[src/design/assert_macros.svh]
// Assertion macros shared by the beat clock RTL.
// No dependencies; included by files that carry concurrent checks.
`ifndef ASSERT_MACROS_SVH
`define ASSERT_MACROS_SVH

// Clocked property, disabled during reset
`define CHK_PROP(lbl, ck, rn, prop, msg) \
    lbl: assert property (@(posedge ck) disable iff (!rn) prop) else $error(msg);

// Clocked implication, disabled during reset
`define CHK_IMP(lbl, ck, rn, ante, cons, msg) \
    `CHK_PROP(lbl, ck, rn, (ante) |-> (cons), msg)

`endif

[src/design/mbc_pkg.sv]
// Package for the metronome beat clock: widths, codes, types.
// No dependencies; imported by mbc_divider and metronome_beat_clock_core.
package mbc_pkg;

    localparam int COUNT_BITS_DEF = 24;
    localparam int BPM_BITS_DEF   = 10;
    localparam int RATE_BITS      = 18;
    localparam int SCALE_BITS     = RATE_BITS + 6;
    localparam int SECS_PER_MIN   = 60;

    localparam logic [RATE_BITS-1:0] RATE_RESET = RATE_BITS'(48000);

    localparam logic [2:0] ACT_TICK  = 3'd0;
    localparam logic [2:0] ACT_START = 3'd1;
    localparam logic [2:0] ACT_STOP  = 3'd2;
    localparam logic [2:0] ACT_TEMPO = 3'd3;
    localparam logic [2:0] ACT_KIND  = 3'd4;

    localparam logic [1:0] KIND_NORMAL = 2'd1;
    localparam logic [1:0] SOUND_NONE  = 2'd0;

    typedef enum logic [1:0] {
        ST_IDLE,
        ST_MOD,
        ST_DIV,
        ST_DONE
    } state_t;

    typedef struct packed {
        logic busy;
        logic done;
    } div_status_t;

endpackage

[src/design/mbc_divider.sv]
// Bit-serial restoring divider, one quotient bit per cycle.
// Depends on mbc_pkg (div_status_t); used by metronome_beat_clock_core.
module mbc_divider
    import mbc_pkg::*;
#(
    parameter int DW = SCALE_BITS,
    parameter int VW = COUNT_BITS_DEF
)
(
    input  logic          clk,
    input  logic          rst_n,
    input  logic          start,
    input  logic [DW-1:0] dividend,
    input  logic [VW-1:0] divisor,
    output div_status_t   status,
    output logic [DW-1:0] quotient,
    output logic [VW-1:0] remainder
);

    localparam int CW = $clog2(DW + 1);

    logic          busy_reg, busy_next;
    logic          done_reg, done_next;
    logic [CW-1:0] cnt_reg, cnt_next;
    logic [DW-1:0] quo_reg, quo_next;
    logic [VW-1:0] rem_reg, rem_next;
    logic [VW-1:0] dvs_reg, dvs_next;

    logic [VW:0]   trial;
    logic [VW:0]   diff;
    logic          fits;

    assign trial = {rem_reg, quo_reg[DW-1]};
    assign diff  = trial - {1'b0, dvs_reg};
    assign fits  = trial >= {1'b0, dvs_reg};

    always_comb
    begin
        busy_next = busy_reg;
        done_next = 1'b0;
        cnt_next  = cnt_reg;
        quo_next  = quo_reg;
        rem_next  = rem_reg;
        dvs_next  = dvs_reg;
        if (start)
        begin
            busy_next = 1'b1;
            cnt_next  = '0;
            quo_next  = dividend;
            rem_next  = '0;
            dvs_next  = divisor;
        end
        else if (busy_reg)
        begin
            quo_next = {quo_reg[DW-2:0], fits};
            rem_next = fits ? diff[VW-1:0] : trial[VW-1:0];
            cnt_next = cnt_reg + CW'(1);
            if (cnt_reg == CW'(DW - 1))
            begin
                busy_next = 1'b0;
                done_next = 1'b1;
            end
        end
    end

    always_ff @(posedge clk or negedge rst_n)
    begin
        if (!rst_n)
        begin
            busy_reg <= 1'b0;
            done_reg <= 1'b0;
            cnt_reg  <= '0;
        end
        else
        begin
            busy_reg <= busy_next;
            done_reg <= done_next;
            cnt_reg  <= cnt_next;
        end
    end

    always_ff @(posedge clk)
    begin
        quo_reg <= quo_next;
        rem_reg <= rem_next;
        dvs_reg <= dvs_next;
    end

    assign status.busy = busy_reg;
    assign status.done = done_reg;
    assign quotient    = quo_reg;
    assign remainder   = rem_reg;

endmodule

[src/design/metronome_beat_clock_core.sv]
// Metronome beat clock: one request in, one result out, each through a register.
// For a frame tick while running with a nonzero beat interval, the frame count modulo
// the beat interval comes out of the bit-serial divider one bit per cycle, the divider
// being DIV_W wide, the wider of COUNT_BITS and 24. A tick that lands on a beat and
// brings in a pending tempo, and a start or tempo request that makes a tempo active,
// run that divider again for 60*sample_rate/bpm. Stop, beat type, other ticks, other
// start or tempo requests and unused codes skip the divider.
// Depends on mbc_pkg, mbc_divider and assert_macros.svh.
`include "assert_macros.svh"

module metronome_beat_clock_core
    import mbc_pkg::*;
#(
    parameter int COUNT_BITS = COUNT_BITS_DEF,
    parameter int BPM_BITS   = BPM_BITS_DEF
)
(
    input  logic                 clk,
    input  logic                 rst_n,
    input  logic                 cfg_we,
    input  logic [RATE_BITS-1:0] cfg_wdata,
    input  logic                 in_valid,
    output logic                 in_stall,
    input  logic [2:0]           action,
    input  logic [BPM_BITS-1:0]  tempo_bpm,
    input  logic [1:0]           beat_kind,
    output logic                 out_valid,
    input  logic                 out_stall,
    output logic                 beat_fired,
    output logic [1:0]           sound_select,
    output logic [BPM_BITS-1:0]  reported_bpm,
    output logic                 running
);

    localparam int DIV_W = (COUNT_BITS > SCALE_BITS) ? COUNT_BITS : SCALE_BITS;

    state_t                 state_reg, state_next;
    logic [RATE_BITS-1:0]   sample_rate_reg, sample_rate_next;
    logic                   running_reg, running_next;
    logic [COUNT_BITS-1:0]  frame_reg, frame_next;
    logic [COUNT_BITS-1:0]  interval_reg, interval_next;
    logic [BPM_BITS-1:0]    active_reg, active_next;
    logic [BPM_BITS-1:0]    pending_reg, pending_next;
    logic [1:0]             kind_reg, kind_next;
    logic                   fired_reg, fired_next;
    logic [1:0]             sound_reg, sound_next;
    logic                   out_valid_reg, out_valid_next;
    logic                   beat_fired_reg, beat_fired_next;
    logic [1:0]             sound_select_reg, sound_select_next;
    logic [BPM_BITS-1:0]    reported_reg, reported_next;
    logic                   running_out_reg, running_out_next;

    logic                   div_start;
    logic [DIV_W-1:0]       div_dividend;
    logic [COUNT_BITS-1:0]  div_divisor;
    div_status_t            div_status;
    logic [DIV_W-1:0]       div_quotient;
    logic [COUNT_BITS-1:0]  div_remainder;

    logic [SCALE_BITS-1:0]  scaled_rate;
    logic                   accept;
    logic                   tick_mod;
    logic                   tempo_div;
    logic                   beat_div;
    logic                   on_beat;
    logic                   out_free;
    logic                   iv_sat;

    assign scaled_rate = SCALE_BITS'(sample_rate_reg) * SCALE_BITS'(SECS_PER_MIN);
    assign accept      = in_valid && (state_reg == ST_IDLE);
    assign tick_mod    = (action == ACT_TICK) && running_reg && (interval_reg != '0);
    assign tempo_div   = ((action == ACT_START) || (action == ACT_TEMPO))
                         && ((active_reg == '0) || !running_reg) && (tempo_bpm != '0);
    assign beat_div    = (active_reg != pending_reg) && (pending_reg != '0);
    assign on_beat     = div_remainder == '0;
    assign out_free    = !out_valid_reg || !out_stall;
    assign iv_sat      = (div_quotient >> COUNT_BITS) != '0;

    mbc_divider #(
        .DW (DIV_W),
        .VW (COUNT_BITS)
    ) u_div (
        .clk       (clk),
        .rst_n     (rst_n),
        .start     (div_start),
        .dividend  (div_dividend),
        .divisor   (div_divisor),
        .status    (div_status),
        .quotient  (div_quotient),
        .remainder (div_remainder)
    );

    always_comb
    begin
        state_next = state_reg;
        unique case (state_reg)
            ST_IDLE:
            begin
                if (accept)
                begin
                    if (tick_mod)
                        state_next = ST_MOD;
                    else if (tempo_div)
                        state_next = ST_DIV;
                    else
                        state_next = ST_DONE;
                end
            end
            ST_MOD:
            begin
                if (div_status.done)
                    state_next = (on_beat && beat_div) ? ST_DIV : ST_DONE;
            end
            ST_DIV:
            begin
                if (div_status.done)
                    state_next = ST_DONE;
            end
            ST_DONE:
            begin
                if (out_free)
                    state_next = ST_IDLE;
            end
            default: state_next = ST_IDLE;
        endcase
    end

    always_comb
    begin
        sample_rate_next  = cfg_we ? cfg_wdata : sample_rate_reg;
        running_next      = running_reg;
        frame_next        = frame_reg;
        interval_next     = interval_reg;
        active_next       = active_reg;
        pending_next      = pending_reg;
        kind_next         = kind_reg;
        fired_next        = fired_reg;
        sound_next        = sound_reg;
        out_valid_next    = out_valid_reg && out_stall;
        beat_fired_next   = beat_fired_reg;
        sound_select_next = sound_select_reg;
        reported_next     = reported_reg;
        running_out_next  = running_out_reg;
        div_start         = 1'b0;
        div_dividend      = DIV_W'(scaled_rate);
        div_divisor       = COUNT_BITS'(tempo_bpm);

        unique case (state_reg)
            ST_IDLE:
            begin
                if (accept)
                begin
                    fired_next = 1'b0;
                    sound_next = SOUND_NONE;
                    unique case (action) inside
                        ACT_TICK:
                        begin
                            if (tick_mod)
                            begin
                                div_start    = 1'b1;
                                div_dividend = DIV_W'(frame_reg);
                                div_divisor  = interval_reg;
                            end
                            else if (running_reg)
                                frame_next = frame_reg + COUNT_BITS'(1);
                        end
                        ACT_START, ACT_TEMPO:
                        begin
                            pending_next = tempo_bpm;
                            if (tempo_div)
                            begin
                                active_next = tempo_bpm;
                                div_start   = 1'b1;
                            end
                            if (action == ACT_START)
                            begin
                                frame_next   = '0;
                                running_next = 1'b1;
                            end
                        end
                        ACT_STOP:
                        begin
                            frame_next   = '0;
                            running_next = 1'b0;
                            pending_next = active_reg;
                        end
                        ACT_KIND: kind_next = beat_kind;
                        default: ;
                    endcase
                end
            end
            ST_MOD:
            begin
                if (div_status.done)
                begin
                    if (on_beat)
                    begin
                        fired_next = 1'b1;
                        sound_next = kind_reg;
                        kind_next  = KIND_NORMAL;
                        frame_next = COUNT_BITS'(1);
                        if (beat_div)
                        begin
                            active_next = pending_reg;
                            div_start   = 1'b1;
                            div_divisor = COUNT_BITS'(pending_reg);
                        end
                    end
                    else
                        frame_next = frame_reg + COUNT_BITS'(1);
                end
            end
            ST_DIV:
            begin
                if (div_status.done)
                    interval_next = iv_sat ? '1 : div_quotient[COUNT_BITS-1:0];
            end
            ST_DONE:
            begin
                if (out_free)
                begin
                    out_valid_next    = 1'b1;
                    beat_fired_next   = fired_reg;
                    sound_select_next = sound_reg;
                    reported_next     = active_reg;
                    running_out_next  = running_reg;
                end
            end
            default: ;
        endcase
    end

    always_ff @(posedge clk or negedge rst_n)
    begin
        if (!rst_n)
        begin
            state_reg        <= ST_IDLE;
            sample_rate_reg  <= RATE_RESET;
            running_reg      <= 1'b0;
            frame_reg        <= '0;
            interval_reg     <= '0;
            active_reg       <= '0;
            pending_reg      <= '0;
            kind_reg         <= KIND_NORMAL;
            fired_reg        <= 1'b0;
            sound_reg        <= SOUND_NONE;
            out_valid_reg    <= 1'b0;
            beat_fired_reg   <= 1'b0;
            sound_select_reg <= SOUND_NONE;
            reported_reg     <= '0;
            running_out_reg  <= 1'b0;
        end
        else
        begin
            state_reg        <= state_next;
            sample_rate_reg  <= sample_rate_next;
            running_reg      <= running_next;
            frame_reg        <= frame_next;
            interval_reg     <= interval_next;
            active_reg       <= active_next;
            pending_reg      <= pending_next;
            kind_reg         <= kind_next;
            fired_reg        <= fired_next;
            sound_reg        <= sound_next;
            out_valid_reg    <= out_valid_next;
            beat_fired_reg   <= beat_fired_next;
            sound_select_reg <= sound_select_next;
            reported_reg     <= reported_next;
            running_out_reg  <= running_out_next;
        end
    end

    assign in_stall     = state_reg != ST_IDLE;
    assign out_valid    = out_valid_reg;
    assign beat_fired   = beat_fired_reg;
    assign sound_select = sound_select_reg;
    assign reported_bpm = reported_reg;
    assign running      = running_out_reg;

    `CHK_IMP(a_out_done, clk, rst_n, $rose(out_valid), $past(state_reg == ST_DONE), "stray result")
    `CHK_IMP(a_div_start_idle, clk, rst_n, div_start, !div_status.busy, "divider busy")
    `CHK_IMP(a_beat_running, clk, rst_n, out_valid && beat_fired, running, "beat while stopped")

endmodule
[config.mk]
export PLATFORM = sky130hd
export DESIGN_NAME = metronome_beat_clock_core
export DESIGN_NICKNAME = d
export VERILOG_FILES = /design/src/design/mbc_pkg.sv /design/src/design/mbc_divider.sv /design/src/design/metronome_beat_clock_core.sv
export VERILOG_INCLUDE_DIRS = /design/src /design/src/design
export SDC_FILE = /design/constraint.sdc
export NUM_CORES = 1
export LEC_CHECK = 0
export ABC_AREA = 1
export BUFFER_PORTS_ARGS = -buffer_cell sky130_fd_sc_hd__buf_4
export CAP_MARGIN = 20
export CORE_MARGIN = 1
export CORE_UTILIZATION = 45
export CTS_CLUSTER_SIZE = 14
export DETAILED_ROUTE_END_ITERATION = 8
export GPL_TIMING_DRIVEN = 0
export HOLD_SLACK_MARGIN = 0.02
export PLACE_DENSITY = 0.68
export SETUP_SLACK_MARGIN = 0.05
export SLEW_MARGIN = 20
export SYNTH_ARGS = -nofsm -noshare
export SYNTH_HDL_FRONTEND = slang
export SYNTH_SLANG_ARGS = --single-unit
[constraint.sdc]
create_clock -name clk -period 5.85 [get_ports clk]
set_input_delay 0.8775 -clock clk [delete_from_list [all_inputs] [get_ports clk]]
set_output_delay 0.8775 -clock clk [all_outputs]
set_load 0.01 [all_outputs]
==> results.txt, run 1 <==
The run finished with clean final reports. The final worst-path setup slack is 2.28 ns. The per-instance average area after synthesis is 7.35 µm².

The residual antenna-violating net count after detailed routing is 0. Entering global routing, the biggest net connects 76 pins. The number of pins exceeding their max-slew limit in the final report is 0. Data on the critical path is required at its endpoint by 6.04 ns. The floorplan step defined a core boundary enclosing 28900 µm². In the routed layout, each cell is associated on average with a via count of 5.29.

The detailed router used layers up to and including met4. The internal power consumption came out at 0.00366 W. The worst clock skew on the final layout is 0.0140 ns.

The fraction of final layout cells sized beyond drive strength 1 came out at 0.0937. The detailed-route DRC error count came out at 0. After detailed routing, the total wire length is 35.4 mm. In this run the tool buffered the top-level ports with 52 buffer cells. The critical path in this run is classified as reg -> reg.

Counting stages on the worst path, the most repeated cell is nand3_1. The slowest stage of the critical path is the dfstp_2 cell. The worst voltage drop across the vdd grid is 0.000259 V.

The starting density of the core came out at 0.460. The aggregate negative setup slack came out at 0 ns. The part of the Yosys area used for sequential elements is 0.365. Across the run, the number of max-cap violations was 0. The H-tree was split into 4 levels. Dividing total power by cell area gives a power density of 469 nW/µm². Gates resized during post-CTS repair numbered 0. The leakage dissipation came out at 7.20 nW. The data arrival time of the worst path came out at 3.76 ns. The average detailed-routed wire length per instance is 15.5 µm. The final RePlAce weighted congestion is 0.937. The count of routing violations after the opening detailed-route iteration came out at 915.

STA classifies the critical path endpoint as a register. The CTS tree is yes. Across every metal layer, demand over resource in global routing totals 0.240. The routed metal-1 wirelength came out at 16.5 mm. The post-route non-filler standard cell count came out at 2274. The buffer levels on the longest clock path is 2.

The clock power share came out at 0.171. The net switching component of the power came out at 0.00325 W. The count of final hold-check violations is 0. The clock sink count came out at 188.

The count of distinct cell types in the synthesized netlist came out at 57. The highest achievable clock rate came out at 0.280 GHz. The number of instances in the synthesized netlist is 1805. The number of nets handed over by synthesis was 1932. The top cell types in the final layout, fill and taps aside, are 518 x nand2_1, 235 x inv_1, 163 x nor2_1. The worst path needs 3.57 ns of the cycle, external delays included. The layout overhead on the synthesized area is 11.1%.

The min-delay analysis places its worst path in the category in -> async. The final antenna diode count came out at 0. The row count came out at 62. The number of hold buffers added after cts came out at 0. In this run the clock root is driven by a clkbuf_16. The initial antenna violation count was 0.

In this run the horizontal extent of the chip is 174 µm. Once placement completed, the tool counted placed cells totaling 2242. The number of detailed-routing iterations run before antenna repair came out at 6.

The final HPWL from detailed placement came out at 27.5 mm. The detailed route wirelength on metal3 is 1.65 mm. The kind of start point of the critical path is a register. The delay contributed by the slowest stage of the critical path came out at 0.52 ns. The total via count after detailed routing came out at 12000. The share of total power dissipated in sequential elements is 0.314. The worst slew margin relative to its limit came out at 0.378. The switching fraction of total power came out at 0.470. The total met2 wirelength after detailed routing came out at 16.7 mm. The clock insertion delay at the later pin of the skew report came out at 0.44 ns. The post-placement setup slack is 2.33 ns. The die area came out at 30200 µm². Walking the worst path, the cells encountered are inv_1 -> fa_1 -> fa_1 -> inv_1 -> ha_1 -> a21oi_1 -> a21boi_0 -> o21ai_0 -> nand3_1 -> nand2_1 -> nand3_1 -> nand3_1 -> nand2_1. In this run the worst path has a maximum fanout of 5.

The TritonCTS buffer count is 17. The I/O pin count is 54. Setup repair after global routing left no endpoint under its margin. The number of global-route vias before repair came out at 11500.

Clock-pin slew was measured on the worst setup and hold paths at 0.08 ns. The library cell used most frequently in the layout, excluding fill and tap cells, is nand2_1. The number of buffers added for setup after CTS is 0. At the pin with the least slew margin, the transition time is 0.932 ns. The relative contribution of combinational cells to total power is 0.514. The number of failing setup endpoints in the final timing report came out at 0. For this run, the number of Yosys warnings is 0. The die extent in y is 174 µm. The final layout net count is 2004. The wire length of the first global-routing pass came out at 58.2 mm. The global-route congestion overflow total is 0. The final cycle utilization of the critical path is 0.610. Counting flops and latches in the post-synthesis netlist gives 188.

The synthesized netlist occupies a cell area of 13300 µm². The total power is 0.00691 W.
## worst max-delay path: cells and delay by family (launching register included)
family                   cells  cell delay [ns]
buffers and inverters        2             0.17
AO/OA/AOI/OAI                3             0.82
flip-flops                   1             0.52
AND/OR/NAND/NOR              5             0.45
adder cells (fa/ha/maj)      3             1.35
## logic make-up after synthesis
family                     after synthesis  synth area share
DFF                                    188             0.365
and+or+nand+nor                        924             0.301
AOI/OAI and AO/OA                      271             0.114
muxes                                   10           0.00849
adders and majority gates               89             0.103
xor gates and xnor gates                28            0.0185
buffers and inverters                  295            0.0903
## final timing paths
check,from,end,slack [ns],cells after the start
worst max-delay path,sample_rate_reg[7],u_div.quotient[23],2.28,13
worst min-delay path,rst_n,sample_rate_reg[14],0.34,1
worst max register to register,sample_rate_reg[7],u_div.quotient[23],2.28,13
worst min register to register,interval_reg[13],interval_reg[13],0.48,2
max in group asynchronous,rst_n,kind_reg[0],4.75,2
min in group clk,interval_reg[13],interval_reg[13],0.48,2
## routing by layer
metal | vias up | GRT usage
met2 | 309 | 0.395
met4 | 0 | 0.0603
met1 | 5677 | 0.331
li1 | 5999 | -
met3 | 37 | 0.0340
met5 | - | 0
## synthesized netlist by cell type, drive strengths merged
cell | n | area [µm²]
a21boi | 1 | 7.51
a21o | 5 | 37.5
a21oi | 58 | 309
a22oi | 10 | 75.1
a31oi | 1 | 6.26
and2 | 2 | 12.5
buf | 26 | 185
clkbuf | 29 | 111
clkinv | 1 | 3.75
dfrtp | 108 | 2700
dfstp | 8 | 210
dfxtp | 24 | 480
edfxtp | 48 | 1440
fa | 34 | 681
ha | 55 | 688
inv | 239 | 897
mux2 | 10 | 113
nand2 | 529 | 2020
nand2b | 1 | 6.26
nand3 | 126 | 658
nand3b | 7 | 52.6
nand4 | 43 | 275
nor2 | 187 | 792
nor3 | 22 | 126
nor3b | 2 | 15.0
nor4 | 2 | 18.8
o211a | 1 | 10.0
o211ai | 21 | 158
o21ai | 159 | 796
o21bai | 4 | 30.0
o22a | 1 | 8.76
o22ai | 3 | 18.8
o31ai | 7 | 52.6
or2 | 3 | 18.8
xnor2 | 5 | 43.8
xor2 | 23 | 201
## layout make-up
| class | instances | area [µm²] |
|---|---|---|
| fillers | 2892 | 14100 |
| clock inverters | 15 | 150 |
| repair buffers | 53 | 422 |
| multi-input cells | 1322 | 7230 |
| clock buffers | 17 | 425 |
| well taps | 384 | 480 |
| plain buffers | 55 | 297 |
| inverters | 240 | 901 |
| flip-flops and latches | 188 | 4830 |
## stage by stage
| stage | utilization | cell area, µm² | hold slack [ns] |
|---|---|---|---|
| floorplan | - | 13300 | 0.438 |
| global route | 0.511 | 14700 | 0.364 |
| CTS | 0.511 | 14700 | 0.354 |
| global placement | 0.490 | 14100 | 0.466 |
| detailed placement | 0.491 | 14200 | 0.467 |
| finish | 0.511 | 14700 | 0.344 |
## power by group through the flow
stage               combinational, W  sequential [W]  clock (W)
global route                 0.00405         0.00222    0.00126
global placement             0.00347         0.00217          0
finish                       0.00355         0.00217    0.00118
detailed placement           0.00352         0.00218          0
CTS                          0.00354         0.00216    0.00121
floorplan                    0.00262         0.00209          0
(Power assumes the default switching activity.)
==> run 2, diff against run 1 <==
--- a/config.mk
+++ b/config.mk
@@ -15,7 +15,7 @@
 export DETAILED_ROUTE_END_ITERATION = 8
 export GPL_TIMING_DRIVEN = 0
 export HOLD_SLACK_MARGIN = 0.02
-export PLACE_DENSITY = 0.68
+export PLACE_DENSITY = 0.71
 export SETUP_SLACK_MARGIN = 0.05
 export SLEW_MARGIN = 20
 export SYNTH_ARGS = -nofsm -noshare
==> constraint.sdc (replaced) <==
create_clock -name clk -period 3.1 [get_ports clk]
set_input_delay 0.465 -clock clk [delete_from_list [all_inputs] [get_ports clk]]
set_output_delay 0.465 -clock clk [all_outputs]
set_load 0.01 [all_outputs]
==> run 2 against run 1 <==
  * The flow now finishes with violations (negative setup slack)
  * Clock power rose by 110%
  * Combinational power up 140%
  * Core utilization is 3.9 points higher
  * Design area is 7.5% higher
  * Highest routed layer unchanged
  * Critical path depth increased by 2
  * Non-clock buffer count increased by 43
  * Worst setup slack worse by 2.5 ns
  * Sequential cell count did not move
  * Clock skew shrank 0.0020 ns
  * Critical path type unchanged
==> results.txt, run 2 (synthesis gave the netlist of run 1 again) <==
Result of the run: complete, but fails checks (was complete, no violations). The checks that failed: negative setup slack. The buffer levels on the longest clock path came out at 2 (unchanged). The depth of the worst register-to-register path is 15 (was 13). The internal power consumption came out at 0.00783 W (was 0.00366 W).

The origin of the critical flop-to-flop path is sample_rate_reg[9] (was sample_rate_reg[7]). The final layout net count is 2048 (was 2004). The leakage dissipation is 7.53 nW (was 7.20 nW). The average detailed-routed wire length per instance came out at 16.6 µm (was 15.5 µm). The met1 demand-to-capacity share in global routing is 0.337 (was 0.331). The worst clock skew on the final layout came out at 0.0120 ns (was 0.0140 ns). The area of combinational cells with multiple inputs came out at 7900 µm² (was 7230 µm²). The worst voltage drop across the vdd grid came out at 0.000580 V (was 0.000259 V). The final worst-path setup slack came out at -0.208 ns (was 2.28 ns). The relative contribution of combinational cells to total power is 0.563 (was 0.514). The number of fill cells is 2669 (was 2892). The measured slew at the worst slew-check pin is 0.679 ns (was 0.932 ns). The total power came out at 0.0149 W (was 0.00691 W). The detailed-route wire length is 38.5 mm (was 35.4 mm). The I/O pin count came to 54 (unchanged). The data required time of the critical path came out at 3.30 ns (was 6.04 ns). The final critical path time including I/O delays and setup is 3.31 ns (was 3.57 ns). The number of H-tree branching levels came to 4 (unchanged). The kind of start point of the critical path is a register (unchanged). The number of pins exceeding their max-slew limit in the final report is 0 (unchanged). The endpoint with the worst hold slack is sample_rate_reg[17]. Leading cell types in the layout, fill and taps excluded: 494 x nand2_1, 211 x inv_1, 149 x nor2_1 (was 518 x nand2_1, 235 x inv_1, 163 x nor2_1).

The final antenna diode count is 0 (unchanged). The final HPWL from detailed placement is 27.2 mm (was 27.5 mm). The highest achievable clock rate came out at 0.302 GHz (was 0.280 GHz). The start-to-end type of the worst setup path is reg -> reg (unchanged). The total via count after detailed routing came out at 12700 (was 12000). The global-route congestion overflow total is 0 (unchanged). The row count came out at 62 (unchanged). The worst hold path cell count came out at 3. The class of the tightest hold or removal check is in -> reg (was in -> async). The final instance area came out at 15900 µm² (was 14700 µm²).

The final cycle utilization of the critical path was 1.07 (was 0.610). The number of global-route vias before repair came to 12100 (was 11500). The die area came out at 30200 µm² (unchanged). The reg2reg setup slack came out at -0.21 ns (was 2.28 ns). The post-route non-filler standard cell count came out at 2318 (was 2274). The clock edge transition at the registers on the reported setup and hold paths was 0.08 ns (about the same). The clock sink count came to 188 (unchanged). The worst slew margin relative to its limit came out at 0.547 (was 0.378). The starting density of the core is 0.460 (unchanged). The reg-to-reg endpoint is u_div.quotient[20] (was u_div.quotient[23]). The placeable core area came out at 28900 µm² (unchanged). The count of final hold-check violations came out at 0 (unchanged). The met3 demand-to-capacity share in global routing is 0.0434 (was 0.0340). The worst hold path begins at cfg_wdata[17].

The TritonCTS buffer count is 17 (unchanged). The data arrival time of the worst path is 3.50 ns (was 3.76 ns). The net switching component of the power was 0.00704 W (was 0.00325 W). The busiest layer in global routing was met2 (unchanged). The detailed-route DRC error count came out at 0 (unchanged). The category of the worst setup path capture point is a register (unchanged). The fraction of final layout cells sized beyond drive strength 1 is 0.181 (was 0.0937).

The leading cell type in the layout, fill and taps excluded is nand2_1 (unchanged). The number of detailed-routing iterations run before antenna repair came to 8 (was 6). The number of port buffers is 52 (unchanged). The switching fraction of total power came out at 0.473 (was 0.470).

RSZ-0062 raised after global routing: true (was false). The sequential share of power came out at 0.275 (was 0.314). The met2 usage in global routing came out at 0.406 (was 0.395). The CTS tree is yes (unchanged). The layout overhead on the synthesized area is 19.5% (was 11.1%). The clock power share is 0.163 (was 0.171).

The number of failing setup endpoints in the final timing report came to 12 (was 0). The number of maximum-capacitance violations is 0 (unchanged). The power density relative to cell area came out at 938 nW/µm² (was 469 nW/µm²). The sequential cell area is 4840 µm² (was 4830 µm²).

The maximum fanout along the worst path came out at 5 (unchanged). The maximum number of pins on one net before global-route repair came out at 68 (was 76). The clock insertion delay at the later pin of the skew report came to 0.46 ns (was 0.44 ns).

The count of routing violations after the opening detailed-route iteration came to 1183 (was 915). The wire length of the first global-routing pass came out at 60.9 mm (was 58.2 mm). The die extent in y is 174 µm (unchanged). The final RePlAce weighted congestion came out at 0.966 (was 0.937). The placed instance area came out at 14200 µm² (about the same). The initial antenna violation count is 0 (unchanged).

The overall track demand over capacity in global routing is 0.252 (was 0.240). The clock tree root buffer cell is clkbuf_16 (unchanged). The average via count per standard cell was 5.47 (was 5.29).

The horizontal die dimension is 174 µm (unchanged). The residual antenna-violating net count after detailed routing came out at 0 (unchanged). The total instance count after detailed placement came out at 2242 (unchanged).
-- run 2: cell types whose count changed in the layout (fill, tap and decap cells not counted), moves of 15 or more --
cell	delta
buf_4	+38
nand2_1	-24
nand3_1	-19
a21oi_1	-19
o21ai_0	-17
inv_1	-24
inv_2	+15
nand3_2	+17
-- run 2: worst max-delay path, cell delays in order, from the launching register on --
cell        delay, ns
dfstp_2          0.55
clkinvlp_4       0.15
fa_1             0.52
fa_1             0.51
inv_2            0.04
ha_4             0.25
a21oi_4          0.19
nor2_2           0.06
nor2_2           0.16
nor2_1           0.06
nor2_1           0.13
nand2_1          0.07
nand2_1          0.06
nand3_1          0.11
nand3_2          0.11
o21ai_1          0.08
-- run 2: worst max path at each step --
stage | from | end | cells after the start
after floorplan | sample_rate_reg[4] | u_div.quotient[12] | 14
after global placement | sample_rate_reg[9] | u_div.quotient[23] | 13
after detailed placement | sample_rate_reg[9] | u_div.quotient[23] | 13
after CTS | sample_rate_reg[11] | u_div.quotient[20] | 15
after global routing | sample_rate_reg[9] | u_div.quotient[20] | 15
final | sample_rate_reg[9] | u_div.quotient[20] | 15
-- run 2: layer usage --
metal	share of wire	up-vias	routed length [µm]
met3	0.063	99	2440
met4	0.031	0	1200
met1	0.43	6004	16600
met5	0	-	0
li1	-	6088	-
met2	0.47	485	18300
-- run 2: area by class of cell --
type,count,share of cell area
Inverter,240,0.0587
Timing Repair inverter,1,0.000474
Tap cell,384,0.0303
Buffer,55,0.0187
Sequential cell,188,0.305
Clock inverter,15,0.0129
Multi-Input combinational cell,1322,0.498
Clock buffer,17,0.0268
Timing Repair Buffer,96,0.0486
-- run 2: power by group through the flow --
stage / Sequential, W / Combinational (W) / Clock, W
after floorplan: 0.00395 / 0.00496 / 0
after global placement: 0.00409 / 0.00654 / 0
after detailed placement: 0.00411 / 0.00668 / 0
after CTS: 0.00407 / 0.00742 / 0.00245
after global routing: 0.00417 / 0.00922 / 0.00254
final: 0.00408 / 0.00837 / 0.00242
-- run 2: per-stage QoR --
stage	TNS (ns)	setup slack [ns]	hold slack [ns]	util
2_1_floorplan	0	0.0602	0.169	-
3_3_place_gp	-2.37	-0.274	0.460	0.490
3_5_place_dp	-3.05	-0.273	0.455	0.491
4_1_cts	-0.274	-0.0625	0.212	0.534
5_1_grt	-2.24	-0.270	0.221	0.549
6_report	-0.937	-0.208	0.213	0.549
-- run 2: timing repair --
action	4_1_cts	5_1_grt
setup buffers	27	15
cloned	0	1
setup endpoints to repair	32	40
pin swaps	32	62
hold buffers	1	0
resized for setup	92	95
endpoints found under the hold margin	42	0
==> run 3, diff against run 2 <==
--- a/config.mk
+++ b/config.mk
@@ -16,7 +16,6 @@
 export GPL_TIMING_DRIVEN = 0
 export HOLD_SLACK_MARGIN = 0.02
 export PLACE_DENSITY = 0.71
-export SETUP_SLACK_MARGIN = 0.05
 export SLEW_MARGIN = 20
 export SYNTH_ARGS = -nofsm -noshare
 export SYNTH_HDL_FRONTEND = slang
==> run 3 against run 2 <==
  * The run still ends with negative setup slack left
  * Critical path type unchanged
  * Largest power group unchanged
  * Clock skew grew 0.0019 ns
  * Count of clock-buffer cells in the layout increased by 1
  * Via count decreased by 1.7%
  * Combinational power shrank 5.4%
  * Worst setup slack better by 0.033 ns
  * Critical path depth decreased by 1
  * Maximum frequency grew 1.0%
==> results.txt, run 3 (synthesis gave the netlist of run 1 again) <==
The power density relative to cell area came out at 914 nW/µm² (was 938 nW/µm²). The class of the tightest hold or removal check is in -> reg (unchanged). The average detailed-routed wire length per instance is 15.7 µm (was 16.6 µm).

The aggregate negative setup slack came out at -1.07 ns (was -0.937 ns). The utilization after layout is 0.540 (was 0.549). The final HPWL from detailed placement was 26.9 mm (was 27.2 mm). Violations in the final reports: negative setup slack (unchanged). The final RePlAce weighted congestion was 1.00 (was 0.966). The category of the worst setup path capture point is a register (unchanged). The die extent in y came to 174 µm (unchanged). The worst slew margin relative to its limit came out at 0.555 (was 0.547). The TritonCTS buffer count is 17 (unchanged).

The wire length of the first global-routing pass is 58.5 mm (was 60.9 mm). The number of detailed-routing iterations run before antenna repair came out at 5 (was 8). The initial antenna violation count is 0 (unchanged).

The gate family responsible for the most delay along the worst path is adder cells (unchanged). The worst voltage drop across the vdd grid came out at 0.000502 V (was 0.000580 V). The final antenna diode count came to 0 (unchanged). The residual antenna-violating net count after detailed routing came out at 0 (unchanged).

The count of routing violations after the opening detailed-route iteration is 1214 (was 1183). RSZ-0062 raised after global routing: true (unchanged). The number of H-tree branching levels is 4 (unchanged).

The buffer levels on the longest clock path was 2 (unchanged). The start-to-end type of the worst setup path is reg -> reg (unchanged). The total via count after detailed routing came out at 12500 (was 12700). The final cycle utilization of the critical path was 1.06 (was 1.07). The die area is 30200 µm² (unchanged).

The maximum number of pins on one net before global-route repair was 64 (was 68). The starting density of the core is 0.460 (unchanged). The clock sink count came out at 188 (unchanged). The cell type with the highest occurrence count on the critical path is nor2_1.

The leakage dissipation is 7.43 nW (was 7.53 nW). The clock edge transition at the registers on the reported setup and hold paths came to 0.08 ns (about the same). The number of maximum-capacitance violations came to 0 (unchanged). The clock tree root buffer cell was clkbuf_16 (unchanged). The data required time of the critical path is 3.29 ns (was 3.30 ns). The count of final hold-check violations is 0 (unchanged). The average via count per standard cell was 5.39 (was 5.47).

The delay contributed by the slowest stage of the critical path came out at 0.55 ns (about the same). The final instance area came out at 15600 µm² (was 15900 µm²). The detailed-route DRC error count is 0 (unchanged). The row count was 62 (unchanged). The number of pins exceeding their max-slew limit in the final report is 0 (unchanged). The measured slew at the worst slew-check pin is 0.661 ns (was 0.679 ns). Result of the run: complete, but fails checks (unchanged).

The overall track demand over capacity in global routing came to 0.240 (was 0.252). The number of port buffers is 52 (unchanged). The final critical path time including I/O delays and setup was 3.27 ns (was 3.31 ns). The worst clock skew on the final layout came to 0.0139 ns (was 0.0120 ns). The cell at the slowest stage of the critical path is dfstp_2 (unchanged).

The number of global-route vias before repair came out at 11700 (was 12100). The post-placement setup slack came out at -0.404 ns (was -0.273 ns). The number of failing setup endpoints in the final timing report is 11 (was 12). The layout overhead on the synthesized area came out at 17.6% (was 19.5%).

The detailed-route wire length is 36.3 mm (was 38.5 mm). The clock insertion delay at the later pin of the skew report is 0.45 ns (was 0.46 ns). The horizontal die dimension came out at 174 µm (unchanged). The final worst-path setup slack is -0.175 ns (was -0.208 ns). The total power was 0.0142 W (was 0.0149 W). The leading cell type in the layout, fill and taps excluded is nand2_1 (unchanged).

The buffers plus inverters on the worst setup path was 3 (was 2). The placed instance area is 14200 µm² (about the same). The data arrival time of the worst path came to 3.46 ns (was 3.50 ns). The global-route congestion overflow total came out at 0 (unchanged). CP cell instances: clkinvlp_4 -> fa_1 -> fa_1 -> inv_1 -> ha_4 -> nand2_1 -> nor2_1 -> inv_1 -> nor2_1 -> nor2_1 -> nand3_1 -> nand3_1 -> nand3_2 -> o21ai_1 (was clkinvlp_4 -> fa_1 -> fa_1 -> inv_2 -> ha_4 -> a21oi_4 -> nor2_2 -> nor2_2 -> nor2_1 -> nor2_1 -> nand2_1 -> nand2_1 -> nand3_1 -> nand3_2 -> o21ai_1).

The I/O pin count is 54 (unchanged). The maximum fanout along the worst path was 5 (unchanged). The highest achievable clock rate is 0.305 GHz (was 0.302 GHz).

The CTS tree is yes (unchanged). The placeable core area was 28900 µm² (unchanged). The kind of start point of the critical path was a register (unchanged). The final layout net count is 2040 (was 2048). Leading cell types in the layout, fill and taps excluded: 500 x nand2_1, 215 x inv_1, 152 x nor2_1 (was 494 x nand2_1, 211 x inv_1, 149 x nor2_1). The fraction of final layout cells sized beyond drive strength 1 is 0.162 (was 0.181).
-- run 3: final timing paths --
check / to / startpoint / cells after the start / slack [ns]
hold reg to reg: fired_reg / fired_reg / 2 / 0.48
max in group asynchronous: kind_reg[0] / rst_n / 3 / 1.81
setup reg to reg: u_div.quotient[20] / sample_rate_reg[13] / 14 / -0.17
hold / removal: sample_rate_reg[4] / cfg_wdata[4] / 3 / 0.22
setup / recovery: u_div.quotient[20] / sample_rate_reg[13] / 14 / -0.17
min in group asynchronous: sample_rate_reg[16] / rst_n / 2 / 0.55
-- run 3: report_power, final --
part	total (W)	internal, W	switching (W)	leakage, nW
Combinational	0.00792	0.00296	0.00496	5.02
Sequential	0.00410	0.00343	0.000668	2.13
Clock	0.00224	0.00114	0.00110	0.280
-- run 3: cell type report --
| class | instances | area [µm²] |
|---|---|---|
| Fill cell | 2730 | 13300 |
| Multi-Input combinational cell | 1322 | 7760 |
| Sequential cell | 188 | 4840 |
| Inverter | 240 | 932 |
| Timing Repair Buffer | 89 | 709 |
| Tap cell | 384 | 480 |
| Clock buffer | 18 | 429 |
| Buffer | 55 | 297 |
| Clock inverter | 14 | 148 |
-- run 3: worst reg2reg max path, cell delays in order (launching register included) --
cell and delay [ns]:
dfstp_2 0.55, clkinvlp_4 0.16, fa_1 0.55, fa_1 0.52, inv_1 0.06, ha_4 0.32, nand2_1 0.11, nor2_1 0.17
inv_1 0.06, nor2_1 0.10, nor2_1 0.06, nand3_1 0.08, nand3_1 0.10, nand3_2 0.11, o21ai_1 0.08
-- run 3: layer usage --
metal	track usage	vias to the layer above	wire, µm
met5	0	-	0
li1	-	6069	-
met4	0.0797	0	1040
met2	0.391	451	16800
met3	0.0320	91	1950
met1	0.331	5849	16500
-- run 3: metrics by stage --
stage               hold WS [ns]  instances
finish                     0.218       2310
global route               0.225       2310
CTS                        0.216       2297
detailed placement         0.458       2242
global placement           0.454       2241
floorplan                  0.169       1805
-- run 3: repair_timing --
| action | CTS | global route |
|---|---|---|
| gates resized for setup | 101 | 54 |
| pin swaps | 42 | 43 |
| buffers inserted | 22 | 13 |
| hold endpoints to repair | 46 | 0 |
| endpoints found under the setup margin | 15 | 39 |
| hold buffers | 1 | 0 |
